## src/rtl/lvmf_pkg.sv

```systemverilog
// Shared types and constants for the label volume majority filter.
package lvmf_pkg;

  // Field and register widths
  localparam int DATA_W    = 16;
  localparam int PLANE_W   = 13;
  localparam int ROW_W     = 9;
  localparam int COL_W     = 9;
  localparam int CFG_IDX_W = 2;
  localparam int CFG_W     = 13;
  localparam int PSIZE_W   = ROW_W + COL_W;
  localparam int POS_W     = PSIZE_W + PLANE_W;
  localparam int LAG_W     = PSIZE_W + 1;

  // Vote bookkeeping: 27 neighbours plus the centre slot
  localparam int SLOTS  = 28;
  localparam int SLOT_W = 5;
  localparam int CNT_W  = 5;

  // Input opcodes
  localparam logic OP_VOXEL = 1'b0;
  localparam logic OP_DRAIN = 1'b1;

  // Configuration register indexes
  localparam logic [CFG_IDX_W-1:0] CFG_PLANES = 2'd0;
  localparam logic [CFG_IDX_W-1:0] CFG_ROWS   = 2'd1;
  localparam logic [CFG_IDX_W-1:0] CFG_COLS   = 2'd2;

  typedef struct packed {
    logic              opcode;
    logic [DATA_W-1:0] voxel_label;
  } item_t;

  typedef struct packed {
    logic [DATA_W-1:0] filtered_label;
    logic              volume_end;
  } result_t;

  // Command passed from the front to the back through the queue
  typedef struct packed {
    logic              wr;
    logic              emit;
    logic              last;
    logic [DATA_W-1:0] label;
  } cmd_t;

  // Volume geometry and control shared by front and back
  typedef struct packed {
    logic [PLANE_W-1:0] planes;
    logic [ROW_W-1:0]   rows;
    logic [COL_W-1:0]   cols;
    logic [PSIZE_W-1:0] psize;
    logic [POS_W-1:0]   total;
    logic [LAG_W-1:0]   lag;
    logic               restart;
    logic               hold;
  } geom_t;

endpackage

```

## src/rtl/lvmf_queue.sv

```systemverilog
// Two-entry command queue between the front and the back.
module lvmf_queue (
  input  logic              clk,
  input  logic              rst,
  input  logic              push_valid,
  output logic              push_ready,
  input  lvmf_pkg::cmd_t    push_cmd,
  output logic              pop_valid,
  input  logic              pop_ready,
  output lvmf_pkg::cmd_t    pop_cmd
);

  lvmf_pkg::cmd_t slot [2];
  logic       wptr;
  logic       rptr;
  logic [1:0] count;
  logic       do_push;
  logic       do_pop;

  assign push_ready = (count != 2'd2);
  assign pop_valid  = (count != 2'd0);
  assign pop_cmd    = slot[rptr];
  assign do_push    = push_valid && push_ready;
  assign do_pop     = pop_valid && pop_ready;

  // Store pushed commands
  always_ff @(posedge clk) begin
    if (do_push) begin
      slot[wptr] <= push_cmd;
    end
  end

  // Advance pointers and fill count
  always_ff @(posedge clk) begin
    if (rst) begin
      wptr  <= 1'b0;
      rptr  <= 1'b0;
      count <= 2'd0;
    end else begin
      if (do_push) begin
        wptr <= ~wptr;
      end
      if (do_pop) begin
        rptr <= ~rptr;
      end
      if (do_push && !do_pop) begin
        count <= count + 2'd1;
      end else if (do_pop && !do_push) begin
        count <= count - 2'd1;
      end
    end
  end

endmodule

```

## config.mk

```make
export PLATFORM = sky130hd
export DESIGN_NAME = lvmf_queue
export DESIGN_NICKNAME = d
export VERILOG_FILES = /design/src/rtl/lvmf_pkg.sv /design/src/rtl/lvmf_queue.sv
export SDC_FILE = /design/constraint.sdc
export NUM_CORES = 1
export LEC_CHECK = 0
export BUFFER_PORTS_ARGS = -buffer_cell sky130_fd_sc_hd__buf_2
export CAP_MARGIN = 15
export CORE_AREA = 5 5 66 68
export CTS_CLUSTER_DIAMETER = 40
export DETAILED_ROUTE_END_ITERATION = 6
export DIE_AREA = 0 0 71 73
export HOLD_SLACK_MARGIN = 0.03
export PLACE_DENSITY = 0.68
export REMOVE_ABC_BUFFERS = 1
export SETUP_SLACK_MARGIN = 0.3
export SYNTH_ARGS = -nofsm -noshare
export SYNTH_HDL_FRONTEND = slang
export SYNTH_SLANG_ARGS = --single-unit
```

## constraint.sdc

```tcl
create_clock -name clk -period 3.5 [get_ports clk]
set_input_delay 0.175 -clock clk [delete_from_list [all_inputs] [get_ports clk]]
set_output_delay 0.175 -clock clk [all_outputs]
set_load 0.02 [all_outputs]
```

# Yosys cells after proc, flatten, opt, wreduce, memory -nomap -nowiden
# Memory sizes are Yosys's and may differ from the RTL's. A register that Yosys moved wholly into a read port is not among the register bits.
# Cells that the tools add are included.
# word_totals
regBits	4
ramBits	38
in_bits	23
output_inout_bits	21
mem_count	1
# op_classes
add_sub_neg	2
eq_ne	1
mux	6
bitwise	2
reduce_logical	8
# mem_list
memory	depth	word_bits	read_ports	rd_ports_with_merged_regs	wr	line_no	rtl
slot	2	19	1	1	1	lvmf_queue.sv:13	lvmf_pkg::cmd_t slot [2];
# op_table
op	n
$logic_and 1x1->1	4
$mux 1	4
$mux 2	2
$reduce_bool 2->1	2
$add 2x1->2 const B	1
$logic_not 1->1	2
$ne 2x2->1 const B	1
$not 1->1	2
$sub 2x1->2 const B	1

# Longest topological paths before layout
# Gate-level depths: netlist (run 1).
# logic_depth
ltp_word	6
mapped_depth	6
ltp_nobuf	6

# Worst setup path before layout (run 1)
# No wires, ideal clock.
# synth_path
kind	register to register
startpoint	reg count[0]
endpoint	reg count[1]
setup_time_ns	0.070
t_arrival_ns	1.595
t_required_ns	3.430
slack_ns	1.835
stages_incl_launch_ff	6
n_path_buf	0
path_cell_list	dfxtp_1 -> nand2b_1 -> and2_1 -> ha_1 -> or3_1 -> a21oi_1
# synth_between
elab_chain_len	5
word_cells_on_any_way	13
cone_classes	add/sub (2); eq/ne (1); mux (2); reduce/logical (8)
# synth_rtl
element	line_no	rtl
from (decl)	lvmf_queue.sv:16	logic [1:0] count;
from (signal assigned)	lvmf_queue.sv:47	count <= count + 2'd1;
from (signal assigned)	lvmf_queue.sv:49	count <= count - 2'd1;
$ne 2x2->1 *	lvmf_queue.sv:20	assign push_ready = (count != 2'd2);
named net push_ready	lvmf_queue.sv:6	output logic push_ready,
$logic_and 1x1->1 *	lvmf_queue.sv:23	assign do_push = push_valid && push_ready;
named net do_push	lvmf_queue.sv:17	logic do_push;
$logic_not 1->1	lvmf_queue.sv:48	end else if (do_pop && !do_push) begin
$logic_and 1x1->1	lvmf_queue.sv:48	
$reduce_bool 2->1 (no line)	n/a	
# Mark *: on every way through the listed nets, which the timed path passes. The rest lies on a longest branch. The select of a mux whose other input is x is not followed.
# A chain may end at the register's enable or synchronous reset.

==> impl_metrics.py, run 1 <==
metrics = {
    "synth": {
        "synthMuxAreaShare_pct": 13.5,
        "synthXorXnorAreaFrac_pct": 1.65,
        "yosys-top-cells-area": "edfxtp_1, mux2_2, dfxtp_1",
        "synthesis.area_um2": 1590,
        "synth-simple-area-share_pct": 3.15,
        "synth_compound_area_share_pct": 1.89,
        "yosysWarnings": 0,
        "ys_seq_area_share_pct": 78.0,
        "syn_area_per_cell_um2": 19.2,
        "synth-adder-area-share_pct": 0.787,
        "netlist.area_leader.share_pct": 71.8,
        "synth_top_family_by_area": "multiplexers",
        "synth_area_leader_cell": "edfxtp_1",
        "yosysUniqueCellTypes": 18,
        "netlist_instances": 83,
        "ys_ff_latch": 43,
    },
    "timing": {
        "tightest_slew_ps": 838,
        "final.setup.tns_ps": 0,
        "maxSlewViolCount": 0,
        "post-route-min-period_ps": 1890,
        "fin_skew_ps": 5.23,
        "fin_crit_sh_pct": 54.1,
        "slew_headroom_pct": 44.1,
        "fmax_mhz": 528,
        "finalSetupViolCount": 0,
        "finalHoldViolCount": 0,
        "grt_setup_unrepaired": "false",
    },
    "critical_path": {
        "rr_startpoint": "count[0]$_SDFFE_PP0P_",
        "endpoint_kind": "output pin",
        "cp-start-kind": "flip-flop",
        "required_ps": 3320,
        "crit_type": "reg -> out",
        "cp.arrival_ps": 1720,
        "cp_max_fo": 19,
        "ff2ff_setup_slack_ps": 1780,
        "reg2reg_depth": 2,
        "reg2reg_to": "slot[1][7]$_DFFE_PP_",
    },
    "drt": {
        "num_vias": 846,
        "wl_per_cell_um": 13.8,
        "drtPass1Iterations": 4,
        "viasPerCell": 4.65,
        "drt-total-wl_mm": 2.51,
        "drcViolationCount": 0,
        "antenna_left": 0,
        "drtIter0Drc": 27,
    },
    "place": {
        "gp_congestion": 0.657,
        "port_buffers": 43,
        "placed_cell_area_um2": 1860,
        "hpwl_mm": 1.81,
    },
    "power": {
        "leakagePower_nw": 0.735,
        "power.switching_w": 0.000418,
        "swShare_pct": 30.5,
        "internal_power_w": 0.000953,
        "clkPwrFrac_pct": 20.3,
        "ir_worst_vdd_v": 0.000363,
        "power_frac_comb_pct": 28.8,
        "power_per_cell_area_nw_per_um2": 708,
        "pwr-share-seq_pct": 50.9,
    },
    "global_route": {
        "grt_overflow_total": 0,
        "grt_max_degree": 20,
        "grt_pass1_wl_mm": 4.15,
        "track_usage_pct": 10.9,
        "grt_pass1_vias": 965,
        "grt_antenna_before_repair": 0,
    },
    "finish": {
        "antenna_cells_inserted": 0,
        "fin_area_um2": 1940,
        "nNetsFinal": 155,
        "final_util_pct": 51.0,
        "areaGrowthSynthToFinish_pct": 21.7,
        "drive_above_1_share_pct": 52.3,
        "n_fill_cell": 355,
    },
    "floorplanning": {
        "core-area_um2": 3800,
        "die_h_um": 73,
        "placementRows": 23,
        "die-area_um2": 5180,
        "start_util_pct": 41.9,
        "die_w_um": 71,
        "num_io_pins": 44,
    },
    "clock_tree": {
        "clock_path_buffers": 2,
        "hold_buffers": 0,
        "cts_root_buf": "clkbuf_8",
        "tritoncts": "done",
        "postCtsSetupBuffers": 0,
        "cts_sinks": 43,
        "clock_latency_ps": 280,
        "numCtsBuffers": 5,
        "cts_max_level": 2,
        "cts_resized": 0,
        "path_clk_slew_ps": 70,
    },
    "hold_path": {
        "hold_class": "in -> reg",
        "holdPathEnd": "slot[0][4]$_DFFE_PP_",
        "min_from": "push_cmd[4]",
        "holdPathStages": 1,
    },
    "job": {
        "max_cap_viol_count": 0,
    },
    "status": {
        "status": "complete, no violations",
    },
}
-- layout by cell type (no fill, tap or decap) --
master,netlist,routed
or3_1,1,1
clkinv_1,0,2
o21ai_0,2,2
and2_1,1,1
nor2_1,3,3
or2_2,1,1
mux2_2,19,19
xor2_1,3,3
clkbuf_1,0,1
dfxtp_1,5,5
nand3b_1,1,1
ha_1,1,1
a21bo_2,1,1
and3_1,1,1
nand2b_1,1,1
buf_2,1,43
clkbuf_8,0,5
inv_1,1,1
edfxtp_1,38,38
a21oi_1,2,2
-- critical path, cell delays in order (launching register included) --
cell     delay [ps]
dfxtp_1         840
mux2_2          420
buf_2           160
-- power groups by stage --
stage	registers [W]	clock network, W	logic (W)
finish	0.000698	0.000278	0.000395
floorplan	0.000694	0	0.000283
detailed placement	0.000713	0	0.000401
global placement	0.000707	0	0.000391
global route	0.000709	0.000320	0.000427
CTS	0.000702	0.000283	0.000404
-- final cells by class --
cell class	instances	area, µm²	area share [%]
multi-input combinational	37	333	17.2
timing repair buffer	43	215	11.1
tap	50	62.6	3.23
clock inverter	2	7.51	0.388
inverter	1	3.75	0.194
clock buffer	6	72.6	3.75
sequential	43	1240	64.1
-- flip-flops by register name, indices dropped and copies added (netlist names), named ones only --
signal / cells
rptr: 1
slot: 38
count: 2
wptr: 1
-- Yosys cell counts --
library cell	n
dfxtp_1	5
and2_1	1
or3_1	1
a21oi_1	2
inv_1	1
and3_1	1
o21ai_0	2
edfxtp_1	38
mux2_2	19
nor2_1	3
nand3b_1	1
a21bo_2	1
xor2_1	3
buf_2	1
ha_1	1
nand2b_1	1
buf_4	1
or2_2	1
-- worst max path at each step --
stage	endpoint	slack, ps	startpoint
3_3_place_gp	slot[1][6]$_DFFE_PP_	1820	count[0]$_SDFFE_PP0P_
6_report	pop_cmd[13]	1610	flip-flop
3_5_place_dp	slot[1][16]$_DFFE_PP_	1760	count[0]$_SDFFE_PP0P_
2_1_floorplan	count[1]$_SDFFE_PP0P_	1830	count[0]$_SDFFE_PP0P_
5_1_grt	pop_cmd[12]	1480	flip-flop
4_1_cts	pop_cmd[12]	1550	flip-flop
-- kinds of logic after synthesis --
family | Yosys count
compound gates | 5
xor+xnor | 3
mux | 19
fa+ha+maj | 1
flops | 43
simple gates | 9
buf+inv | 3
-- per-layer routing --
layer	vias up	wire length, µm	share of wire [%]	track usage (%)
met3	5	222	8.8	5.79
li1	409	-	-	-
met4	0	34	1.4	3.76
met2	32	1330	53	19.7
met5	-	0	0	0
met1	400	926	37	10.5
-- stage by stage --
stage	hold WS, ps	power, W	worst slack (ps)	cells
after floorplan	244	0.000977	1830	81
after global placement	365	0.00110	1820	174
after detailed placement	367	0.00111	1760	174
after CTS	73.7	0.00139	1550	182
after global routing	51.6	0.00146	1480	182
final	76.3	0.00137	1610	182
No activity file was read; power rests on OpenSTA's default activity.
==> run 2, diff against run 1 <==
Settings changed: PLACE_DENSITY 0.68 to 0.71.
Clock period 3.5 ns to 1.7 ns, I/O delays scaled along.
==> impl_metrics.py, run 2 (synthesis results as in run 1) <==
metrics = {
    "critical_path": {
        "crit_path_max_incr_delay_ps": 360,
        "cp_max_fo": 4,
        "critPathBufInv": 0,
        "endpoint_kind": "flip-flop",
        "cp_top_family": "simple AND/OR/NAND/NOR gates",
        "cp.arrival_ps": 1690,
        "slowest_stage": "dfxtp_4",
        "cp-start-kind": "flip-flop",
        "cp_cell_sequence": "nand2b_4 > and2_4 > ha_4 > xor2_1 > or3_1 > a21oi_2",
        "required_ps": 1910,
        "crit_type": "reg -> reg",
    },
    "timing": {
        "fin_skew_ps": 7.68,
        "post-route-min-period_ps": 1480,
        "grt_setup_unrepaired": "true",
        "finalSetupViolCount": 0,
        "tightest_slew_ps": 338,
        "fin_crit_sh_pct": 86.8,
        "finalHoldViolCount": 0,
        "fmax_mhz": 677,
        "maxSlewViolCount": 0,
        "final.setup.tns_ps": 0,
        "slew_headroom_pct": 77.3,
    },
    "global_route": {
        "track_usage_pct": 12.1,
        "grt_max_degree": 20,
        "grt_antenna_before_repair": 0,
        "grt_pass1_vias": 1063,
        "grt_overflow_total": 0,
        "grt_pass1_wl_mm": 4.71,
    },
    "power": {
        "pwr-share-seq_pct": 37.9,
        "power.switching_w": 0.00103,
        "swShare_pct": 27.4,
        "clkPwrFrac_pct": 23.8,
        "ir_worst_vdd_v": 0.000872,
        "power_per_cell_area_nw_per_um2": 1490,
        "power_frac_comb_pct": 38.2,
        "internal_power_w": 0.00274,
        "finalPower_w": 0.00377,
        "leakagePower_nw": 1.01,
    },
    "finish": {
        "antenna_cells_inserted": 0,
        "max_flop_register": "slot",
        "drive_above_1_share_pct": 53.8,
        "mostFrequentLayoutCells": "edfxtp_1, buf_2, buf_6, dlygate4sd3_1, mux2_4",
        "n_fill_cell": 265,
        "largest_register_ffs": 38,
        "reg.largest.list": "slot: 38 flops, count: 2 flops",
        "areaGrowthSynthToFinish_pct": 58.6,
        "final_common_cell": "edfxtp_1",
        "nNetsFinal": 183,
    },
    "floorplanning": {
        "die-area_um2": 5180,
        "placementRows": 23,
        "die_w_um": 71,
        "num_io_pins": 44,
        "die_h_um": 73,
        "start_util_pct": 41.9,
        "core-area_um2": 3800,
    },
    "clock_tree": {
        "clock_path_buffers": 2,
        "cts_sinks": 43,
        "tritoncts": "done",
        "cts_max_level": 2,
        "path_clk_slew_ps": 70,
        "numCtsBuffers": 5,
        "cts_root_buf": "clkbuf_8",
        "clock_latency_ps": 280,
    },
    "place": {
        "hpwl_mm": 1.84,
        "gp_congestion": 0.787,
        "port_buffers": 43,
    },
    "drt": {
        "drtPass1Iterations": 4,
        "drt-total-wl_mm": 3.17,
        "viasPerCell": 4.68,
        "num_vias": 983,
        "antenna_left": 0,
        "drtIter0Drc": 43,
        "wl_per_cell_um": 15.1,
        "drcViolationCount": 0,
    },
    "hold_path": {
        "hold_class": "in -> reg",
    },
    "job": {
        "max_cap_viol_count": 0,
    },
    "status": {
        "status": "complete, no violations",
    },
}
run 2: tightest hold or removal path: stages:
cell	delay, ps
buf_2	110
a21bo_2	120
a21oi_1	50
run 2: power by group through the flow:
stage | clock network (W) | registers [W] | logic, W
after floorplan | 0 | 0.00143 | 0.000583
after global placement | 0 | 0.00140 | 0.000883
after detailed placement | 0 | 0.00141 | 0.000903
after CTS | 0.000922 | 0.00140 | 0.00104
after global routing | 0.000969 | 0.00145 | 0.00153
final | 0.000898 | 0.00143 | 0.00144
run 2: worst paths after layout:
kind,from,end,slack (ps),cells after the start
setup reg to reg,count[0]$_SDFFE_PP0P_,count[1]$_SDFFE_PP0P_,220,6
hold / removal,push_valid,wptr$_SDFFE_PP0P_,140,3
setup / recovery,count[0]$_SDFFE_PP0P_,count[1]$_SDFFE_PP0P_,220,6
hold reg to reg,rptr$_SDFFE_PP0P_,rptr$_SDFFE_PP0P_,530,2
run 2: per-stage QoR:
stage / setup slack [ps] / hold slack, ps / instances / utilization, % / cell area (µm²)
after global placement: 157 / 274 / 177 / 49.4 / 1880
after global routing: 140 / 142 / 210 / 66.4 / 2520
after CTS: 258 / 122 / 207 / 59.7 / 2270
after detailed placement: 97.8 / 276 / 177 / 49.4 / 1880
after floorplan: 34.8 / 154 / 81 / - / 1580
final: 224 / 138 / 210 / 66.4 / 2520
run 2: cell type report:
class	count	area (µm²)	area share [%]
Inverter	1	3.75	0.149
Timing Repair Buffer	71	647	25.6
Multi-Input combinational cell	37	427	16.9
Sequential cell	43	1250	49.6
Clock inverter	2	60.1	2.38
Clock buffer	6	72.6	2.88
Tap cell	50	62.6	2.48
run 2: what timing repair did:
action                                  CTS  global route
endpoints found under the setup margin   20            57
buffers inserted                          2             0
gates cloned                              0             3
gates resized for setup                  12            58
pin swaps                                 1             0
endpoints found under the hold margin    43             0
hold buffers                             20             0
run 2: per-layer routing:
metal	GRT usage [%]	wire length (µm)	part of all wire, %
met1	11.8	1170	37
met2	22.1	1720	54
met3	4.27	239	7.5
met4	6.47	40	1.3
met5	0	0	0
