==> config.mk <==
export PLATFORM = sky130hd
export DESIGN_NAME = lvmf_front
export DESIGN_NICKNAME = d
export VERILOG_FILES = /design/src/rtl/lvmf_pkg.sv /design/src/rtl/lvmf_front.sv
export SDC_FILE = /design/constraint.sdc
export NUM_CORES = 1
export LEC_CHECK = 0
export ABC_AREA = 1
export BUFFER_PORTS_ARGS = -buffer_cell sky130_fd_sc_hd__buf_2
export CAP_MARGIN = 20
export CELL_PAD_IN_SITES_DETAIL_PLACEMENT = 0
export CELL_PAD_IN_SITES_GLOBAL_PLACEMENT = 2
export CORE_MARGIN = 10
export CORE_UTILIZATION = 27
export DETAILED_ROUTE_END_ITERATION = 12
export GPL_TIMING_DRIVEN = 0
export HOLD_SLACK_MARGIN = 0.15
export PLACE_DENSITY_LB_ADDON = 0.1
export SLEW_MARGIN = 20
export SYNTH_ARGS = -nofsm -noshare
export SYNTH_HDL_FRONTEND = slang
export SYNTH_SLANG_ARGS = --single-unit
==> constraint.sdc <==
create_clock -name clk -period 5 [get_ports clk]
set_clock_uncertainty 0.1 [all_clocks]
set_input_delay 0.75 -clock clk [delete_from_list [all_inputs] [get_ports clk]]
set_output_delay 0.75 -clock clk [all_outputs]
set_load 0.005 [all_outputs]
==> src/rtl/lvmf_pkg.sv <==
// Shared types and constants for the label volume majority filter.
package lvmf_pkg;

  // Field and register widths
  localparam int DATA_W    = 16;
  localparam int PLANE_W   = 13;
  localparam int ROW_W     = 9;
  localparam int COL_W     = 9;
  localparam int CFG_IDX_W = 2;
  localparam int CFG_W     = 13;
  localparam int PSIZE_W   = ROW_W + COL_W;
  localparam int POS_W     = PSIZE_W + PLANE_W;
  localparam int LAG_W     = PSIZE_W + 1;

  // Vote bookkeeping: 27 neighbours plus the centre slot
  localparam int SLOTS  = 28;
  localparam int SLOT_W = 5;
  localparam int CNT_W  = 5;

  // Input opcodes
  localparam logic OP_VOXEL = 1'b0;
  localparam logic OP_DRAIN = 1'b1;

  // Configuration register indexes
  localparam logic [CFG_IDX_W-1:0] CFG_PLANES = 2'd0;
  localparam logic [CFG_IDX_W-1:0] CFG_ROWS   = 2'd1;
  localparam logic [CFG_IDX_W-1:0] CFG_COLS   = 2'd2;

  typedef struct packed {
    logic              opcode;
    logic [DATA_W-1:0] voxel_label;
  } item_t;

  typedef struct packed {
    logic [DATA_W-1:0] filtered_label;
    logic              volume_end;
  } result_t;

  // Command passed from the front to the back through the queue
  typedef struct packed {
    logic              wr;
    logic              emit;
    logic              last;
    logic [DATA_W-1:0] label;
  } cmd_t;

  // Volume geometry and control shared by front and back
  typedef struct packed {
    logic [PLANE_W-1:0] planes;
    logic [ROW_W-1:0]   rows;
    logic [COL_W-1:0]   cols;
    logic [PSIZE_W-1:0] psize;
    logic [POS_W-1:0]   total;
    logic [LAG_W-1:0]   lag;
    logic               restart;
    logic               hold;
  } geom_t;

endpackage

==> src/rtl/lvmf_front.sv <==
// Front end: accepts requests, tracks stream positions and issues commands.
module lvmf_front (
  input  logic              clk,
  input  logic              rst,
  input  lvmf_pkg::geom_t   geom,
  input  logic              item_valid,
  output logic              item_ready,
  input  lvmf_pkg::item_t   item,
  output logic              push_valid,
  input  logic              push_ready,
  output lvmf_pkg::cmd_t    push_cmd
);

  logic [lvmf_pkg::POS_W-1:0] in_pos;
  logic [lvmf_pkg::POS_W-1:0] out_pos;
  logic [lvmf_pkg::POS_W-1:0] in_pos_next;
  logic [lvmf_pkg::POS_W-1:0] out_pos_inc;
  logic [lvmf_pkg::POS_W:0]   emit_mark;
  logic                       wr;
  logic                       emit;
  logic                       last;
  logic                       accept;

  assign item_ready = push_ready && !geom.hold;
  assign accept     = item_valid && item_ready;
  assign out_pos_inc = out_pos + lvmf_pkg::POS_W'(1);
  assign emit_mark  = {1'b0, out_pos} + (lvmf_pkg::POS_W + 1)'(geom.lag);

  // Classify the request
  always_comb begin
    wr          = 1'b0;
    emit        = 1'b0;
    in_pos_next = in_pos;
    if (item.opcode == lvmf_pkg::OP_VOXEL) begin
      if (in_pos < geom.total) begin
        wr          = 1'b1;
        in_pos_next = in_pos + lvmf_pkg::POS_W'(1);
        emit        = ({1'b0, in_pos_next} > emit_mark);
      end
    end else begin
      emit = (in_pos == geom.total) && (out_pos < geom.total);
    end
    last = emit && (out_pos_inc == geom.total);
  end

  assign push_valid     = item_valid && !geom.hold && (wr || emit);
  assign push_cmd.wr    = wr;
  assign push_cmd.emit  = emit;
  assign push_cmd.last  = last;
  assign push_cmd.label = item.voxel_label;

  // Track positions; restart after the last output or a register write
  always_ff @(posedge clk) begin
    if (rst || geom.restart) begin
      in_pos  <= '0;
      out_pos <= '0;
    end else if (accept) begin
      if (last) begin
        in_pos  <= '0;
        out_pos <= '0;
      end else begin
        in_pos <= in_pos_next;
        if (emit) begin
          out_pos <= out_pos_inc;
        end
      end
    end
  end

endmodule

* Yosys cells after proc, flatten, opt, wreduce, memory -nomap -nowiden
Cells that the tools add are included.
** Word-level totals
- Flip-flop bits (word level) :: 62
- Bits of input ports :: 122
- Output and inout bits :: 21
- Word-level logic and storage cells :: 33
** Operators by class
- $add $sub $neg :: 3
- Magnitude comparators :: 3
- Eq/ne operators :: 3
- Muxes and demuxes :: 9
- Reduce and logical (&&, ||, !) cells :: 13
** Operators by type and width (number)
- two-way mux 31 bit :: 5
- adder 31 x 1 -> 31 bit, second input constant :: 2
- == test 31 bit :: 2
- less-than comparator 31 bit :: 2
- adder 31 x 19 -> 32 bit :: 1
- > comparator 31 x 32 -> 1 bit :: 1
- logical AND 1 bit :: 6
- two-way mux 1 bit :: 4
- nonzero test 2 bit :: 2
- AND reduction 3 bit :: 1
- logical OR 1 bit :: 2
- inequality test 2 x 1 -> 1 bit, second input constant :: 1
- AND reduction 2 bit :: 1
- zero test 1 bit :: 1

* Depth between registers and ports, before layout
Gate-level depths: netlist (run 1).
- Depth in word-level cells :: 7
- Mapped depth :: 31

* Worst setup path before layout (run 1)
No wires, ideal clock.
- Kind :: input-to-output
- From :: in geom[2] in the netlist's numbering
- To :: out push_cmd[16] in the netlist's numbering
- Arrival :: 4321 ps
- Data required time :: 4150 ps
- Setup slack :: -171 ps
- Stages :: 27
- Path buffers :: 2
- Cells stage by stage :: ha_1 inv_1 fa_1 o21ai_1 nand2_1 nand2_1 a21boi_1 o21bai_1 a21oi_1 o21ai_1 nand3_1 nor2_1 xor2_1 ha_1 nand3_1 nor2_1 nand3_1 nor2_1 nand3_1 nand2_1 clkinv_1 nand3_1 nand2_1 nand4_4 clkbuf_1 inv_1 buf_4
** Between the ends
- Word-level cells in the longest chain between the ends :: 5
** RTL lines
- from (decl) :: line lvmf_front.sv:5 : input lvmf_pkg::geom_t geom,
- adder 31 x 19 -> 32 bit :: line lvmf_front.sv:27 : assign emit_mark = {1'b0, out_pos} + (lvmf_pkg::POS_W + 1)'(geom.lag);
- > comparator 31 x 32 -> 1 bit :: line lvmf_front.sv:38 : emit = ({1'b0, in_pos_next} > emit_mark);
- two-way mux 1 bit :: line lvmf_front.sv:35 : if (in_pos < geom.total) begin
- two-way mux 1 bit :: line lvmf_front.sv:34 : if (item.opcode == lvmf_pkg::OP_VOXEL) begin
- net emit :: line lvmf_front.sv:20 : logic emit;
- logical AND 1 bit :: line lvmf_front.sv:43 : last = emit && (out_pos_inc == geom.total);
- to (decl) :: line lvmf_front.sv:11 : output lvmf_pkg::cmd_t push_cmd
The timed path passes the listed nets, and every way through them passes these cells.

* Worst setup path in the final report (run 1)
Same ends and word-level chain as after synthesis.

==> out/qor.yml, run 1 <==
worst_setup_path:
  cp_top_family: "simple AND/OR/NAND/NOR gates"
  crit_slowest_cell: "fa_2"
  cp_slowest_stage_delay_ns: 0.34
  worst-path-buf-inv: 8
  cp-startpoint: "geom[2]"
  required_ns: 4.15
  cp_max_fo: 4
  worstSetupPathType: "in -> out"
  end_kind: "output port"
  crit_path_start_kind: "primary input"
  reg2reg_from: "out_pos[0]"
  cp_common_cell: "nor2_2"
  arrival_ns: 4.10
job:
  cap_violations: 0
clock_tree:
  clock_path_buffers: 2
  cts_tree: "done"
  cts.sinks: 62
  numCtsBuffers: 9
  htree_levels: 3
  root_buffer: "clkbuf_16"
  clk_pin_slew_ns: 0.07
  clock_latency_ns: 0.35
  ctsHoldBuffers: 0
logic_synthesis:
  yosysUniqueCellTypes: 38
  yosysTopAreaCell: "nand2_1"
  synth_edf_count: 0
  synthTopCellsByArea: "nand2_1 (20%), ha_1 (17%), dfxtp_1 (15%)"
  synth_area_per_cell_sq_um: 6.01
  async_flop_share_pct: 0
  yosys_warnings: 0
  syn_nets: 1604
  yosysSeqAreaShare_pct: 15.1
  synth-seq-cells: 62
  synthFlopType: "dfxtp_1"
  synth_top_cell_area_share_pct: 19.7
  synthCells: 1367
  synth_area_sq_um: 8210
power:
  power_mw: 1.44
  ir_drop_mv: 0.138
  power_density_nw_per_um2: 147
  p_leak_nw: 4.55
sta:
  rsz0062_at_grt: "true"
  period_needed_ns: 4.95
  worst_pin_slew_ns: 1.00
  maxSlewViolCount: 0
  max_freq_ghz: 0.202
  worst_slack_ns: 0.0456
  fin_crit_sh_pct: 99.1
  max_slew_margin_pct: 32.9
  finalHoldViolations: 0
  setup_viol_count_final: 0
place:
  portBuffers: 77
  dpl.hpwl_mm: 27.9
  gp_congestion: 0.845
  placed_area_sq_um: 9100
  pre_cts_slack_ns: -1.25
routing:
  wirelength_mm: 32.8
  met3WireLength_um: 806
  wl_met1_mm: 16.2
  first_iter_violations: 435
  top_layer: "met4"
  drtAntennaViolNets: 0
  via_per_inst: 4.69
  drcViolationCount: 0
  first_pass_iters: 5
  post_drt_wl_per_cell_um: 17.6
  met2WireLength_mm: 15.1
  vias: 8757
grt:
  grt_start_max_net_pins: 19
  globalRouteTotalUtil_pct: 17.0
  grt_pass1_wl_mm: 49.9
  overflow: 0
  antenna_found_initial: 0
  grt_pass1_vias: 8608
die:
  floorplan.rows: 63
  die_area_sq_um: 37800
  dieHeight_um: 194
  core-area_sq_um: 29800
  die_w_um: 194
  io-pin-count: 143
  initial_core_util_pct: 27.6
run_status:
  outcome: "finished clean"
min_path:
  hold_start: "out_pos[3]"
  hold_path.class: "reg -> reg"
final_layout:
  num_antenna_cells: 0
  fin_area_sq_um: 9790
  syn2layout_area_growth_pct: 19.3
  nets: 1708
  final_layout_size_suffix_gt1_share_pct: 14.3
layout make-up:
| cell class | instances | area (sq um) |
|---|---|---|
| sequential | 62 | 1250 |
| buffer | 49 | 330 |
| clock buffer | 13 | 260 |
| timing repair buffer | 96 | 551 |
| multi-input combinational | 1100 | 6290 |
| clock inverter | 3 | 42.5 |
| fill | 3428 | 20000 |
| tap | 390 | 488 |
| inverter | 153 | 578 |
final timing paths:
check	slack (ns)	end	cells after the start
worst max-delay path	0.05	push_cmd[16]	29
worst min-delay path	0.43	out_pos[3]	2
worst max register to register	0.30	in_pos[29]	31
worst min register to register	0.43	out_pos[3]	2
cell families after synthesis:
group	share of synthesized area, %
adder cells (fa/ha/maj)	17.6
AO/OA/AOI/OAI	10.7
buffers and inverters	10.9
AND/OR/NAND/NOR	39.0
flip-flops	15.1
XOR/XNOR	6.72
per-stage QoR:
step                hold slack (ns)  cells  setup TNS (ns)  utilization, %
global route                  0.458   1866          -0.341            32.9
detailed placement            0.439   1835          -43.16            30.5
CTS                           0.442   1859         -0.0751            32.3
global placement              0.441   1834          -46.80            30.5
floorplan                     0.377   1367               0               -
finish                        0.433   1866               0            32.9
worst reg2reg max path, delay by kind of cell, from the launching register on:
kind	cells	cell delay (ns)
XOR/XNOR	1	0.09
flip-flops	1	0.41
AND/OR/NAND/NOR	16	1.50
buffers and inverters	6	1.01
adder cells (fa/ha/maj)	3	0.81
AO/OA/AOI/OAI	5	0.72
cells in the final DEF (no fill, tap or decap), types with 6 or more instances in the layout:
cell type  netlist  final
a21oi_1        122    118
buf_2            8     81
buf_4           22     38
buf_6            4      8
clkbuf_1        15     11
clkbuf_16        0     10
dfxtp_1         62     56
dfxtp_2          0      6
ha_1           114    107
inv_1          148    145
inv_2            4      6
nand2_1        431    426
nand3_1        112    106
nand4_1         41     41
nor2_1         134    129
nor2_2           8     13
nor3_1          19     18
o21a_1           6      6
o21ai_0         19     18
o21bai_1         9      7
xnor2_1         20     20
xor2_1          43     42
Yosys cell counts, types with 2 or more instances:
cell,count
buf_4,22
nand4_1,41
inv_1,148
o21ai_0,19
nand2_1,431
nor3_1,19
buf_6,4
o21ai_1,3
nor4_1,3
xnor2_1,20
nor2_2,8
buf_2,8
xor2_1,43
inv_2,4
o21a_1,6
nor2_1,134
a21oi_1,122
clkbuf_1,15
nand3b_1,2
ha_1,114
nand3_1,112
buf_1,3
a31oi_1,2
o21bai_1,9
dfxtp_1,62
power by group:
part / switching, mW / leakage [nW] / internal [mW]
sequential: 0.00679 / 0.503 / 0.497
clock: 0.257 / 0.146 / 0.413
combinational: 0.159 / 3.90 / 0.104
total: 0.423 / 4.55 / 1.01
state kept, by name (all words and copies together) (netlist names):
| name | flops |
|---|---|
| out_pos | 31 |
| in_pos | 31 |
what timing repair did:
action                                  4_1_cts  5_1_grt
pin swaps                                    19       17
setup buffers                                11        7
resized for setup                            40       32
cloned                                        0        0
endpoints found under the setup margin       64       64
layer usage:
layer	vias up	track usage [%]
li1	4666	-
met1	3950	22.4
met2	113	28.2
met3	28	2.15
met4	0	4.68
met5	-	0
No activity file was read; power rests on OpenSTA's default activity.
==> run 2: changes to the inputs <==
BUFFER_PORTS_ARGS = -buffer_cell sky130_fd_sc_hd__buf_4   (was -buffer_cell sky130_fd_sc_hd__buf_2)
CORE_MARGIN = 2   (was 10)
==> run 2 against run 1 <==
Effect of this change: cell count about the same; sequential power barely moved; count of clock-buffer cells in the layout fell by 1; first-iteration DRC count is 13% higher; flip-flop and latch count did not move; sequential share of layout area fell by 0.29 points; fmax rose by 0.70%; worst setup slack better by 0.034 ns; largest cell class unchanged.
==> out/qor.yml, run 2 (synthesis results as in run 1) <==
sta:
  fin_crit_sh_pct: 98.4  # was 99.1%
  finalHoldViolations: 0  # unchanged
  timing.hold.ws_ns: 0.438  # was 0.433 ns
  maxSlewViolCount: 0  # unchanged
  max_freq_ghz: 0.203  # was 0.202 GHz
  period_needed_ns: 4.92  # was 4.95 ns
  setup_viol_count_final: 0  # unchanged
  rsz0062_at_grt: "true"  # unchanged
  tns_ns: 0  # unchanged
  max_slew_margin_pct: 34.9  # was 32.9%
  worst_pin_slew_ns: 0.973  # was 1.00 ns
worst_setup_path:
  end_kind: "output port"  # unchanged
  cp_slowest_stage_delay_ns: 0.35  # was 0.34 ns
  worst-path-buf-inv: 6  # was 8
  required_ns: 4.15  # about the same
  arrival_ns: 4.07  # was 4.10 ns
  cp_max_fo: 4  # unchanged
  cp_top_family: "simple AND/OR/NAND/NOR gates"  # unchanged
  crit_path_start_kind: "primary input"  # unchanged
  crit_slowest_cell: "fa_2"  # unchanged
  worstSetupPathType: "in -> out"  # unchanged
power:
  p_comb_share_pct: 19.5  # was 18.3%
  swShare_pct: 30.1  # was 29.4%
  power_mw: 1.44  # about the same
  p_clk_share_pct: 45.4  # was 46.7%
  power_density_nw_per_um2: 144  # was 147 nW/um^2
  internal_power_mw: 1.00  # was 1.01 mW
  seqPwrFrac_pct: 35.1  # about the same
  p_leak_nw: 4.63  # was 4.55 nW
  ir_drop_mv: 0.157  # was 0.138 mV
  p_switching_mw: 0.432  # was 0.423 mW
grt:
  antenna_found_initial: 0  # unchanged
  grt_start_max_net_pins: 11  # was 19
  grt_pass1_wl_mm: 49.0  # was 49.9 mm
  globalRouteTotalUtil_pct: 20.8  # was 17.0%
  overflow: 0  # unchanged
  grt_pass1_vias: 8510  # was 8608
place:
  gp_congestion: 0.819  # was 0.845
  dpl.hpwl_mm: 27.0  # was 27.9 mm
  placed_area_sq_um: 9290  # was 9100 sq um
  place_inst: 1835  # unchanged
  portBuffers: 77  # unchanged
run_status:
  outcome: "finished clean"  # unchanged
routing:
  post_drt_wl_per_cell_um: 17.2  # was 17.6 um
  wirelength_mm: 32.0  # was 32.8 mm
  first_pass_iters: 5  # unchanged
  drtAntennaViolNets: 0  # unchanged
  vias: 8710  # was 8757
  first_iter_violations: 492  # was 435
  via_per_inst: 4.67  # was 4.69
  drcViolationCount: 0  # unchanged
final_layout:
  final_common_cell: "nand2_1"  # unchanged
  final_layout_size_suffix_gt1_share_pct: 14.1  # was 14.3%
  fin_area_sq_um: 10000  # was 9790 sq um
  final_cells: 1867  # was 1866
  final_cell_mix: "nand2_1 (426), inv_1 (145), nor2_1 (129)"  # unchanged
  nFillCells: 3391  # was 3428
  num_antenna_cells: 0  # unchanged
  nets: 1709  # was 1708
  syn2layout_area_growth_pct: 21.8  # was 19.3%
  reg_top3: "in_pos x31, out_pos x31"  # unchanged
clock_tree:
  clock_latency_ns: 0.35  # about the same
  root_buffer: "clkbuf_16"  # unchanged
  clock_path_buffers: 2  # unchanged
  clk_pin_slew_ns: 0.06  # was 0.07 ns
  numCtsBuffers: 9  # unchanged
  cts_tree: "done"  # unchanged
  htree_levels: 3  # unchanged
  cts.sinks: 62  # unchanged
die:
  io-pin-count: 143  # unchanged
  core-area_sq_um: 29800  # unchanged
  dieHeight_um: 178  # was 194 um
  die_area_sq_um: 31800  # was 37800 sq um
  initial_core_util_pct: 27.6  # unchanged
  die_w_um: 178  # was 194 um
  floorplan.rows: 63  # unchanged
job:
  cap_violations: 0  # unchanged
min_path:
  hold_path.class: "reg -> reg"  # unchanged
==> run 2: worst register-to-register path: cells and delay by family, from the launching register on <==
family / cells / cell delay, ns
compound gates: 6 / 0.85
xor+xnor: 1 / 0.26
fa+ha+maj: 3 / 0.81
buf+inv: 7 / 0.84
flops: 1 / 0.40
simple gates: 14 / 1.27
==> run 2: area by class of cell <==
cell class              count  area, sq um  share of cell area, %
multi-input cells        1100         6330                   63.3
flip-flops and latches     62         1250                   12.5
repair buffers             96          743                   7.43
inverters                 153          578                   5.78
well taps                 390          488                   4.88
plain buffers              50          333                   3.33
clock buffers              12          236                   2.36
clock inverters             4         47.5                  0.475
==> run 2: repair_timing <==
action	CTS	global route
gates resized for setup	37	41
pin swaps	19	19
setup buffers	12	6
setup endpoints to repair	64	51
hold buffers	0	0
==> run 2: path summary, 6_finish.rpt <==
path         startpoint           end  slack [ns]  cells after the start
max             geom[2]  push_cmd[16]        0.08                     28
min          out_pos[1]    out_pos[1]        0.44                      2
max reg2reg  out_pos[0]   out_pos[26]        0.43                     31
min reg2reg  out_pos[1]    out_pos[1]        0.44                      2
==> run 2: stage by stage <==
step,worst slack [ns],utilization [%]
final,0.0800,33.6
after global routing,-0.185,33.6
after CTS,-0.0677,32.8
after detailed placement,-1.25,31.2
after global placement,-1.32,31.1
after floorplan,0.0115,-
==> run 2: power groups by stage <==
stage	Combinational [mW]	Clock (mW)	Sequential (mW)
global route	0.317	0.679	0.505
finish	0.280	0.652	0.504
floorplan	0.158	0	0.512
detailed placement	0.271	0	0.515
global placement	0.270	0	0.515
CTS	0.279	0.668	0.504
==> run 2: per-layer routing <==
metal	global-route usage (%)	routed length, um
met1	28.8	16000
met2	34.5	14500
met3	1.68	871
met4	5.89	639
met5	0	0
